<file path="src/sv/agt_pkg.sv">
`default_nettype none
// ----------------------------------------------------------------------------
// agt_pkg
// Shared types and constants for the affine gap traceback block: path
// symbol codes, walk states, register indexes and the direction code set.
// ----------------------------------------------------------------------------
package agt_pkg;

    // configuration port geometry
    localparam int unsigned APB_ADDR_W = 4;
    localparam int unsigned APB_DATA_W = 32;

    // register indexes (paddr[3:2])
    localparam logic [1:0] REG_DIAG = 2'd0;
    localparam logic [1:0] REG_UP   = 2'd1;
    localparam logic [1:0] REG_LEFT = 2'd2;

    // reset values of the direction codes
    localparam logic [1:0] DIAG_RESET = 2'd0;
    localparam logic [1:0] UP_RESET   = 2'd1;
    localparam logic [1:0] LEFT_RESET = 2'd2;

    // path symbols
    localparam logic [1:0] SYM_MATCH = 2'd0;
    localparam logic [1:0] SYM_DEL   = 2'd1;
    localparam logic [1:0] SYM_INS   = 2'd2;
    localparam logic [1:0] SYM_ERR   = 2'd3;

    // walk states
    localparam logic [1:0] WALK_MM  = 2'd0;
    localparam logic [1:0] WALK_DEL = 2'd1;
    localparam logic [1:0] WALK_INS = 2'd2;

    // pointer bit positions
    localparam int unsigned PTR_DEL_EXT = 3;
    localparam int unsigned PTR_INS_EXT = 2;

    // direction codes as held by the register file
    typedef struct packed {
        logic [1:0] diag_code;
        logic [1:0] up_code;
        logic [1:0] left_code;
    } agt_codes_t;

endpackage : agt_pkg
`default_nettype wire

</file>
<file path="src/sv/affine_gap_traceback.sv">
`default_nettype none
// ----------------------------------------------------------------------------
// affine_gap_traceback
// Pointer store plus a match / deletion / insertion walk that emits the
// alignment path from an end cell back to the matrix edge.
// ----------------------------------------------------------------------------
// A write item (func 0) stores one pointer; busy stays low. A start item
// (func 1) raises busy and walks the pointer store back from the end cell.
// Every cell visit has a fetch state to read the pointer RAM through its
// registered read port and an evaluate state; a state switch visits the cell
// again with no symbol. A run has at most QUERY_ROWS + REF_COLS - 1 symbols.
// Each symbol appears for one cycle with valid high and the receiver cannot
// stall it; the final symbol of a run has last set and busy drops in the
// cycle it is shown. Direction codes are to be written through the APB port
// only while the block is idle; the block itself does not enforce this.
// ----------------------------------------------------------------------------
module affine_gap_traceback #(
    parameter int unsigned QUERY_ROWS = 32,
    parameter int unsigned REF_COLS   = 32
) (
    input  wire logic                            clk,
    input  wire logic                            rst_n,
    // command channel
    input  wire logic                            start,
    output logic                                 busy,
    input  wire logic                            func,
    input  wire logic [4:0]                      row_index,
    input  wire logic [4:0]                      col_index,
    input  wire logic [3:0]                      pointer_bits,
    // result channel
    output logic                                 valid,
    output logic [1:0]                           path_symbol,
    output logic                                 last,
    // configuration port
    input  wire logic                            psel,
    input  wire logic                            penable,
    input  wire logic                            pwrite,
    input  wire logic [agt_pkg::APB_ADDR_W-1:0]  paddr,
    input  wire logic [agt_pkg::APB_DATA_W-1:0]  pwdata,
    output logic      [agt_pkg::APB_DATA_W-1:0]  prdata,
    output logic                                 pready
);
    import agt_pkg::*;

    localparam int unsigned ROW_W   = $clog2(QUERY_ROWS);
    localparam int unsigned COL_W   = $clog2(REF_COLS);
    localparam int unsigned ADDR_W  = ROW_W + COL_W;
    localparam int unsigned DEPTH   = 1 << ADDR_W;
    localparam logic [5:0]  ROWS6   = 6'(QUERY_ROWS);
    localparam logic [5:0]  COLS6   = 6'(REF_COLS);
    localparam logic [ROW_W-1:0] ROW_MAX = ROW_W'(QUERY_ROWS - 1);
    localparam logic [COL_W-1:0] COL_MAX = COL_W'(REF_COLS - 1);

    // sequencer states
    localparam logic [1:0] ST_IDLE  = 2'd0;
    localparam logic [1:0] ST_FETCH = 2'd1;
    localparam logic [1:0] ST_EVAL  = 2'd2;

    agt_codes_t       codes;
    logic [1:0]       state_reg,  state_next;
    logic [1:0]       walk_reg,   walk_next;
    logic [ROW_W-1:0] row_reg,    row_next;
    logic [COL_W-1:0] col_reg,    col_next;
    logic             valid_reg,  valid_next;
    logic [1:0]       sym_reg,    sym_next;
    logic             last_reg,   last_next;

    logic             accept;
    logic             row_ok;
    logic             col_ok;
    logic             ram_we;
    logic [ADDR_W-1:0] waddr;
    logic [ADDR_W-1:0] raddr;
    logic             ram_re;
    logic [3:0]       ptr;
    logic [1:0]       dir;

    // register file
    agt_cfg u_cfg (
        .clk     (clk),
        .rst_n   (rst_n),
        .psel    (psel),
        .penable (penable),
        .pwrite  (pwrite),
        .paddr   (paddr),
        .pwdata  (pwdata),
        .prdata  (prdata),
        .pready  (pready),
        .codes   (codes)
    );

    // command acceptance and write path
    assign busy   = (state_reg != ST_IDLE);
    assign accept = start & ~busy;
    assign row_ok = ({1'b0, row_index} < ROWS6);
    assign col_ok = ({1'b0, col_index} < COLS6);
    assign ram_we = accept & ~func & row_ok & col_ok;
    assign waddr  = {row_index[ROW_W-1:0], col_index[COL_W-1:0]};
    assign raddr  = {row_reg, col_reg};
    assign ram_re = (state_reg == ST_FETCH);

    agt_ram #(
        .WIDTH (4),
        .DEPTH (DEPTH)
    ) u_ptr_ram (
        .clk   (clk),
        .we    (ram_we),
        .waddr (waddr),
        .wdata (pointer_bits),
        .re    (ram_re),
        .raddr (raddr),
        .rdata (ptr)
    );

    assign dir = ptr[1:0];

    // walk sequencer
    always_comb
    begin
        state_next = state_reg;
        walk_next  = walk_reg;
        row_next   = row_reg;
        col_next   = col_reg;
        valid_next = 1'b0;
        sym_next   = sym_reg;
        last_next  = last_reg;
        case (state_reg)
            ST_IDLE:
            begin
                if (accept && func)
                begin
                    // saturate the end cell into the matrix
                    row_next   = row_ok ? row_index[ROW_W-1:0] : ROW_MAX;
                    col_next   = col_ok ? col_index[COL_W-1:0] : COL_MAX;
                    walk_next  = WALK_MM;
                    state_next = ST_FETCH;
                end
            end
            ST_FETCH:
            begin
                state_next = ST_EVAL;
            end
            ST_EVAL:
            begin
                state_next = ST_FETCH;
                case (walk_reg)
                    WALK_MM:
                    begin
                        if (dir == codes.diag_code)
                        begin
                            valid_next = 1'b1;
                            sym_next   = SYM_MATCH;
                            last_next  = (row_reg == '0) || (col_reg == '0);
                            row_next   = row_reg - ROW_W'(1);
                            col_next   = col_reg - COL_W'(1);
                            if (last_next)
                            begin
                                state_next = ST_IDLE;
                            end
                        end
                        else if (dir == codes.up_code)
                        begin
                            walk_next = WALK_DEL;
                        end
                        else if (dir == codes.left_code)
                        begin
                            walk_next = WALK_INS;
                        end
                        else
                        begin
                            // unknown direction ends the run
                            valid_next = 1'b1;
                            sym_next   = SYM_ERR;
                            last_next  = 1'b1;
                            state_next = ST_IDLE;
                        end
                    end
                    WALK_DEL:
                    begin
                        valid_next = 1'b1;
                        sym_next   = SYM_DEL;
                        last_next  = (row_reg == '0);
                        walk_next  = ptr[PTR_DEL_EXT] ? WALK_DEL : WALK_MM;
                        row_next   = row_reg - ROW_W'(1);
                        if (last_next)
                        begin
                            state_next = ST_IDLE;
                        end
                    end
                    WALK_INS:
                    begin
                        valid_next = 1'b1;
                        sym_next   = SYM_INS;
                        last_next  = (col_reg == '0);
                        walk_next  = ptr[PTR_INS_EXT] ? WALK_INS : WALK_MM;
                        col_next   = col_reg - COL_W'(1);
                        if (last_next)
                        begin
                            state_next = ST_IDLE;
                        end
                    end
                    default:
                    begin
                        state_next = ST_IDLE;
                    end
                endcase
            end
            default:
            begin
                state_next = ST_IDLE;
            end
        endcase
    end

    // control state
    always_ff @(posedge clk or negedge rst_n)
    begin
        if (!rst_n)
        begin
            state_reg <= ST_IDLE;
            valid_reg <= 1'b0;
        end
        else
        begin
            state_reg <= state_next;
            valid_reg <= valid_next;
        end
    end

    // walk position and result payload
    always_ff @(posedge clk)
    begin
        walk_reg <= walk_next;
        row_reg  <= row_next;
        col_reg  <= col_next;
        sym_reg  <= sym_next;
        last_reg <= last_next;
    end

    assign valid       = valid_reg;
    assign path_symbol = sym_reg;
    assign last        = last_reg;

`ifndef NO_ASSERTIONS
    // a symbol that is not the last one leaves the walk running
    a_mid_symbol_busy: assert property (@(posedge clk) disable iff (!rst_n)
        valid && !last |-> busy)
        else $error("walk stopped after a symbol without last");

    // the run ends exactly with a last symbol
    a_end_with_last: assert property (@(posedge clk) disable iff (!rst_n)
        !busy && $past(busy) |-> valid && last)
        else $error("walk ended without a last symbol");

    // an error symbol always closes the run
    a_err_is_last: assert property (@(posedge clk) disable iff (!rst_n)
        valid && (path_symbol == SYM_ERR) |-> last)
        else $error("error symbol without last");

    // symbols only come out of an evaluation step
    a_sym_from_eval: assert property (@(posedge clk) disable iff (!rst_n)
        valid_reg |-> $past(state_reg == ST_EVAL))
        else $error("symbol issued outside evaluation");
`endif

endmodule : affine_gap_traceback
`default_nettype wire

</file>
<file path="src/sv/agt_ram.sv">
`default_nettype none
// ----------------------------------------------------------------------------
// agt_ram
// Generic single write port, single read port RAM with registered read data.
// ----------------------------------------------------------------------------
module agt_ram #(
    parameter int unsigned WIDTH = 4,
    parameter int unsigned DEPTH = 1024,
    parameter int unsigned AW    = $clog2(DEPTH)
) (
    input  wire logic             clk,
    input  wire logic             we,
    input  wire logic [AW-1:0]    waddr,
    input  wire logic [WIDTH-1:0] wdata,
    input  wire logic             re,
    input  wire logic [AW-1:0]    raddr,
    output logic      [WIDTH-1:0] rdata
);

    logic [WIDTH-1:0] mem [DEPTH];
    logic [WIDTH-1:0] rdata_reg;

    // write port
    always_ff @(posedge clk)
    begin
        if (we)
        begin
            mem[waddr] <= wdata;
        end
    end

    // registered read, holds when not enabled
    always_ff @(posedge clk)
    begin
        if (re)
        begin
            rdata_reg <= mem[raddr];
        end
    end

    assign rdata = rdata_reg;

endmodule : agt_ram
`default_nettype wire

</file>
<file path="src/sv/agt_cfg.sv">
`default_nettype none
// ----------------------------------------------------------------------------
// agt_cfg
// APB register file holding the three direction codes used by the walk.
// ----------------------------------------------------------------------------
module agt_cfg (
    input  wire logic                            clk,
    input  wire logic                            rst_n,
    input  wire logic                            psel,
    input  wire logic                            penable,
    input  wire logic                            pwrite,
    input  wire logic [agt_pkg::APB_ADDR_W-1:0]  paddr,
    input  wire logic [agt_pkg::APB_DATA_W-1:0]  pwdata,
    output logic      [agt_pkg::APB_DATA_W-1:0]  prdata,
    output logic                                 pready,
    output agt_pkg::agt_codes_t                  codes
);
    import agt_pkg::*;

    agt_codes_t codes_reg;
    agt_codes_t codes_next;
    logic       wr_en;
    logic [1:0] reg_idx;

    assign pready  = 1'b1;
    assign wr_en   = psel & penable & pwrite;
    assign reg_idx = paddr[3:2];

    // register write decode
    always_comb
    begin
        codes_next = codes_reg;
        if (wr_en)
        begin
            case (reg_idx)
                REG_DIAG: codes_next.diag_code = pwdata[1:0];
                REG_UP:   codes_next.up_code   = pwdata[1:0];
                REG_LEFT: codes_next.left_code = pwdata[1:0];
                default:  codes_next = codes_reg;
            endcase
        end
    end

    always_ff @(posedge clk or negedge rst_n)
    begin
        if (!rst_n)
        begin
            codes_reg.diag_code <= DIAG_RESET;
            codes_reg.up_code   <= UP_RESET;
            codes_reg.left_code <= LEFT_RESET;
        end
        else
        begin
            codes_reg <= codes_next;
        end
    end

    // read mux
    always_comb
    begin
        prdata = '0;
        case (reg_idx)
            REG_DIAG: prdata[1:0] = codes_reg.diag_code;
            REG_UP:   prdata[1:0] = codes_reg.up_code;
            REG_LEFT: prdata[1:0] = codes_reg.left_code;
            default:  prdata = '0;
        endcase
    end

    assign codes = codes_reg;

endmodule : agt_cfg
`default_nettype wire

</file>
<file path="config.mk">
export PLATFORM = sky130hd
export DESIGN_NAME = affine_gap_traceback
export DESIGN_NICKNAME = d
export VERILOG_FILES = /design/src/sv/agt_pkg.sv /design/src/sv/affine_gap_traceback.sv /design/src/sv/agt_ram.sv /design/src/sv/agt_cfg.sv
export SDC_FILE = /design/constraint.sdc
export NUM_CORES = 2
export LEC_CHECK = 0
export BUFFER_PORTS_ARGS = -buffer_cell sky130_fd_sc_hd__buf_2
export CORE_MARGIN = 3
export CORE_UTILIZATION = 55
export CTS_BUF_LIST = sky130_fd_sc_hd__clkbuf_4
export DETAILED_ROUTE_END_ITERATION = 8
export PLACE_DENSITY_LB_ADDON = 0.12
export SYNTH_ARGS = -nofsm -noshare
export SYNTH_HDL_FRONTEND = slang
export SYNTH_HIERARCHICAL = 1
export SYNTH_SLANG_ARGS = --single-unit
</file>
<file path="constraint.sdc">
create_clock -name clk -period 5.46 [get_ports clk]
set_clock_uncertainty 0.2 [all_clocks]
set_input_delay 0.546 -clock clk [delete_from_list [all_inputs] [get_ports clk]]
set_output_delay 0.546 -clock clk [all_outputs]
set_load 0.1 [all_outputs]
</file>
==> run summary <==
flip-flop cell with the highest count after synthesis -> edfxtp_1
peak clock frequency supported by timing -> 0.187 GHz
sequential area share after synthesis -> 75.6%
setup total negative slack -> 0 ps
largest net degree at the start of global routing -> 200
site row count -> 199
flop and latch count out of synthesis -> 4,124
share of layout cells above drive strength 1 -> 29.3%
vertical extent of the die -> 552 µm
Switching Share -> 30.1%
non-filler instance count after layout -> 13,994
post-synthesis adder-cell area fraction -> 0.0611%
Post-synth EDFFs -> 4,115
initial antenna violation count -> 31
remaining antenna violation count -> 0
Total Power -> 80,300 µW
min cycle time layout -> 5340 ps
share of power burned in registers -> 43.8%
net switching power -> 24,200 µW
most used standard cells in the synthesized netlist -> edfxtp_1 (4,115), nor2_1 (1,113), mux4_2 (875), mux2i_1 (463), clkbuf_1 (301)
pre-CTS setup slack -> 301 ps
share of total power in combinational logic -> 24.5%
Horiz. Die Dim -> 552 µm
number of port buffers -> 31
post-synthesis area per instance -> 19.4 µm²
share of the synthesized netlist area taken by xor and xnor gates -> 0.0641%
Die ar. -> 0.304 mm²
clock slew at the register clock pins of the worst setup and hold paths -> 70 ps
leakage power -> 0.0584 µW
data arrival time of the worst path -> 6450 ps
RSZ-0062 raised after global routing -> no
netlist area before placement -> 0.164 mm²
critical-path maximum fanout -> 33
max_slew headroom -> 2.43%
Core ar. -> 0.295 mm²
number of pins exceeding their max-slew limit in the final report -> 0
combinational family with the most area after synthesis -> multiplexers
Iter 0 DRT Violations -> 12,086
maximum capacitance violations -> 0
clk_lat worst skew -> 1580 ps
clock tree root driver cell -> clkbuf_4
number of placed instances, taps included -> 12,126
portion of netlist area occupied by mux cells -> 15.1%
share of the synthesized area in compound gates (AO/OA/AOI/OAI) -> 3.06%
clock tree from TritonCTS -> yes
required time of the critical path -> 6570 ps
hold violation total from the final report -> 0
Net count, final -> 9,470
ratio of final minimum period to clock period -> 97.8%
HPWL reported at the end of detailed placement -> 270,000 µm
PostCTS Resize Cnt -> 0
maximum root-to-sink buffer count -> 5
ranking of synthesized cells by area -> edfxtp_1 (75%), mux4_2 (12%), mux2i_1 (2.8%)
ratio of routed vias to standard cells -> 6.43
via total after detailed routing -> 90,042
PD cells -> 438 mW/mm²
clock net sink count -> 4,124
kind of end point of the critical path -> register
number of ports placed on the die boundary -> 95
layout-stage area growth over the synthesis result -> 11.8%
library cells used by synthesis -> 90
Post-synth ARST share -> 0.218%
number of global-route vias before repair -> 91,802
most common cell in the synthesized netlist -> edfxtp_1
gp weighted congestion -> 0.861
area fraction in and, or, nand and nor cells after synthesis -> 4.07%
setup slack of the critical path after layout -> 118 ps
Worst Tran Pin Value -> 1460 ps
average routed wire per standard cell -> 32.8 µm
final setup violation count -> 0
DRC violation count after routing -> 0
worst min-delay path class -> in -> reg
clock share of power -> 31.8%
most area-hungry cell type in the Yosys netlist -> edfxtp_1
1st-pass router iterations -> 6
combined global-route utilization of all metal layers -> 30.6%
overall overflow remaining after global route -> 0
number of clock buffers inserted by TritonCTS -> 1,128
initial cell density of the core -> 55.5%
Post-Synthesis Cells -> 8,465
internal portion of total power -> 56,100 µW
max FFs per register -> 4,096
first-pass GRT wire length -> 652,000 µm
startpoint type of the worst setup path -> register
Worst IR Drop VDD -> 0.385 mV
routed wire length -> 459,000 µm
critical setup path kind -> reg -> reg
Max H-tree Level -> 7
status -> completed
hold slack final -> 295 ps
Syn. warnings -> 6
top cell type's share of synthesized area -> 75.4%
==> final timing paths <==
kind | start | to | slack (ps) | depth (start not counted)
setup / recovery | col_reg[1] | u_ptr_ram/rdata[2] | 120 | 11
hold / removal | row_index[1] | row_reg[1] | 300 | 5
setup reg to reg | col_reg[1] | u_ptr_ram/rdata[2] | 120 | 11
hold reg to reg | state_reg[1] | state_reg[1] | 360 | 1
max in group asynchronous | rst_n | u_cfg/codes[1] | 4330 | 4
min in group asynchronous | rst_n | state_reg[1] | 380 | 4
==> timing repair <==
item | 4_1_cts | 5_1_grt
endpoints found under the hold margin | 7991 | 0
buffers inserted | 0 | 0
hold buffers | 68 | 0
==> per-layer routing <==
metal | track usage (%) | vias up | share of wire [%] | routed length, µm
met3 | 8.26 | 718 | 11 | 50500
met4 | 13.0 | 6 | 3.6 | 16600
met1 | 41.8 | 46742 | 37 | 172000
met2 | 47.2 | 5601 | 48 | 220000
li1 | - | 36975 | - | -
met5 | 0 | - | 0.010 | 47
==> worst max-delay path: stages, from the launching register on <==
cell	delay (ps)
edfxtp_1	1330
buf_12	360
buf_12	240
mux4_2	330
mux2i_1	400
o21ai_0	380
nor4_2	840
buf_4	250
a211oi_1	50
buf_4	200
o41ai_1	310
nand4_1	130
==> cell usage in the layout, fill, tap and decap left out, types with 29 or more instances in the layout <==
master | synthesis | routed
dlygate4sd3_1 | 0 | 64
clkinv_1 | 1 | 165
inv_2 | 3 | 30
nand3_1 | 65 | 41
buf_4 | 91 | 226
a22oi_1 | 81 | 81
buf_12 | 1 | 82
conb_1 | 2 | 31
a221oi_1 | 29 | 29
o221ai_1 | 168 | 168
nor2_1 | 1113 | 1109
o22ai_1 | 89 | 89
o21ai_0 | 80 | 80
a21oi_1 | 133 | 133
nor3_1 | 104 | 103
clkbuf_4 | 0 | 1546
edfxtp_1 | 4115 | 4115
mux4_2 | 875 | 875
nand2_1 | 184 | 179
mux2i_1 | 463 | 463
==> power groups by stage <==
stage / logic [µW] / clock network, µW / registers [µW]
6_report: 19600 / 25500 / 35100
5_1_grt: 20400 / 28000 / 35100
4_1_cts: 19500 / 26100 / 35100
3_5_place_dp: 19400 / 0 / 35800
3_3_place_gp: 19300 / 0 / 35800
2_1_floorplan: 12300 / 0 / 35800
==> logic make-up after synthesis <==
group,Yosys count
AOI/OAI and AO/OA,707
DFF,4124
muxes,1367
xor gates and xnor gates,12
adders and majority gates,8
and+or+nand+nor,1604
other,2
buffers and inverters,641
==> cell type report <==
| cell class | count | area, µm² |
|---|---|---|
| clock inverters | 236 | 1250 |
| clock buffers | 1546 | 11600 |
| repair buffers | 407 | 4280 |
| flip-flops and latches | 4124 | 124000 |
| fillers | 21138 | 112000 |
| multi-input cells | 3729 | 37200 |
| diodes | 18 | 45.0 |
| well taps | 3919 | 4900 |
| inverters | 15 | 70.1 |
==> metrics by stage <==
step	instance area, µm²	utilization [%]
after CTS	183000	62.0
after global routing	183000	62.0
after global placement	169000	57.4
final	183000	62.0
after floorplan	164000	-
after detailed placement	169000	57.4
Power figures use the tool's default switching activity.
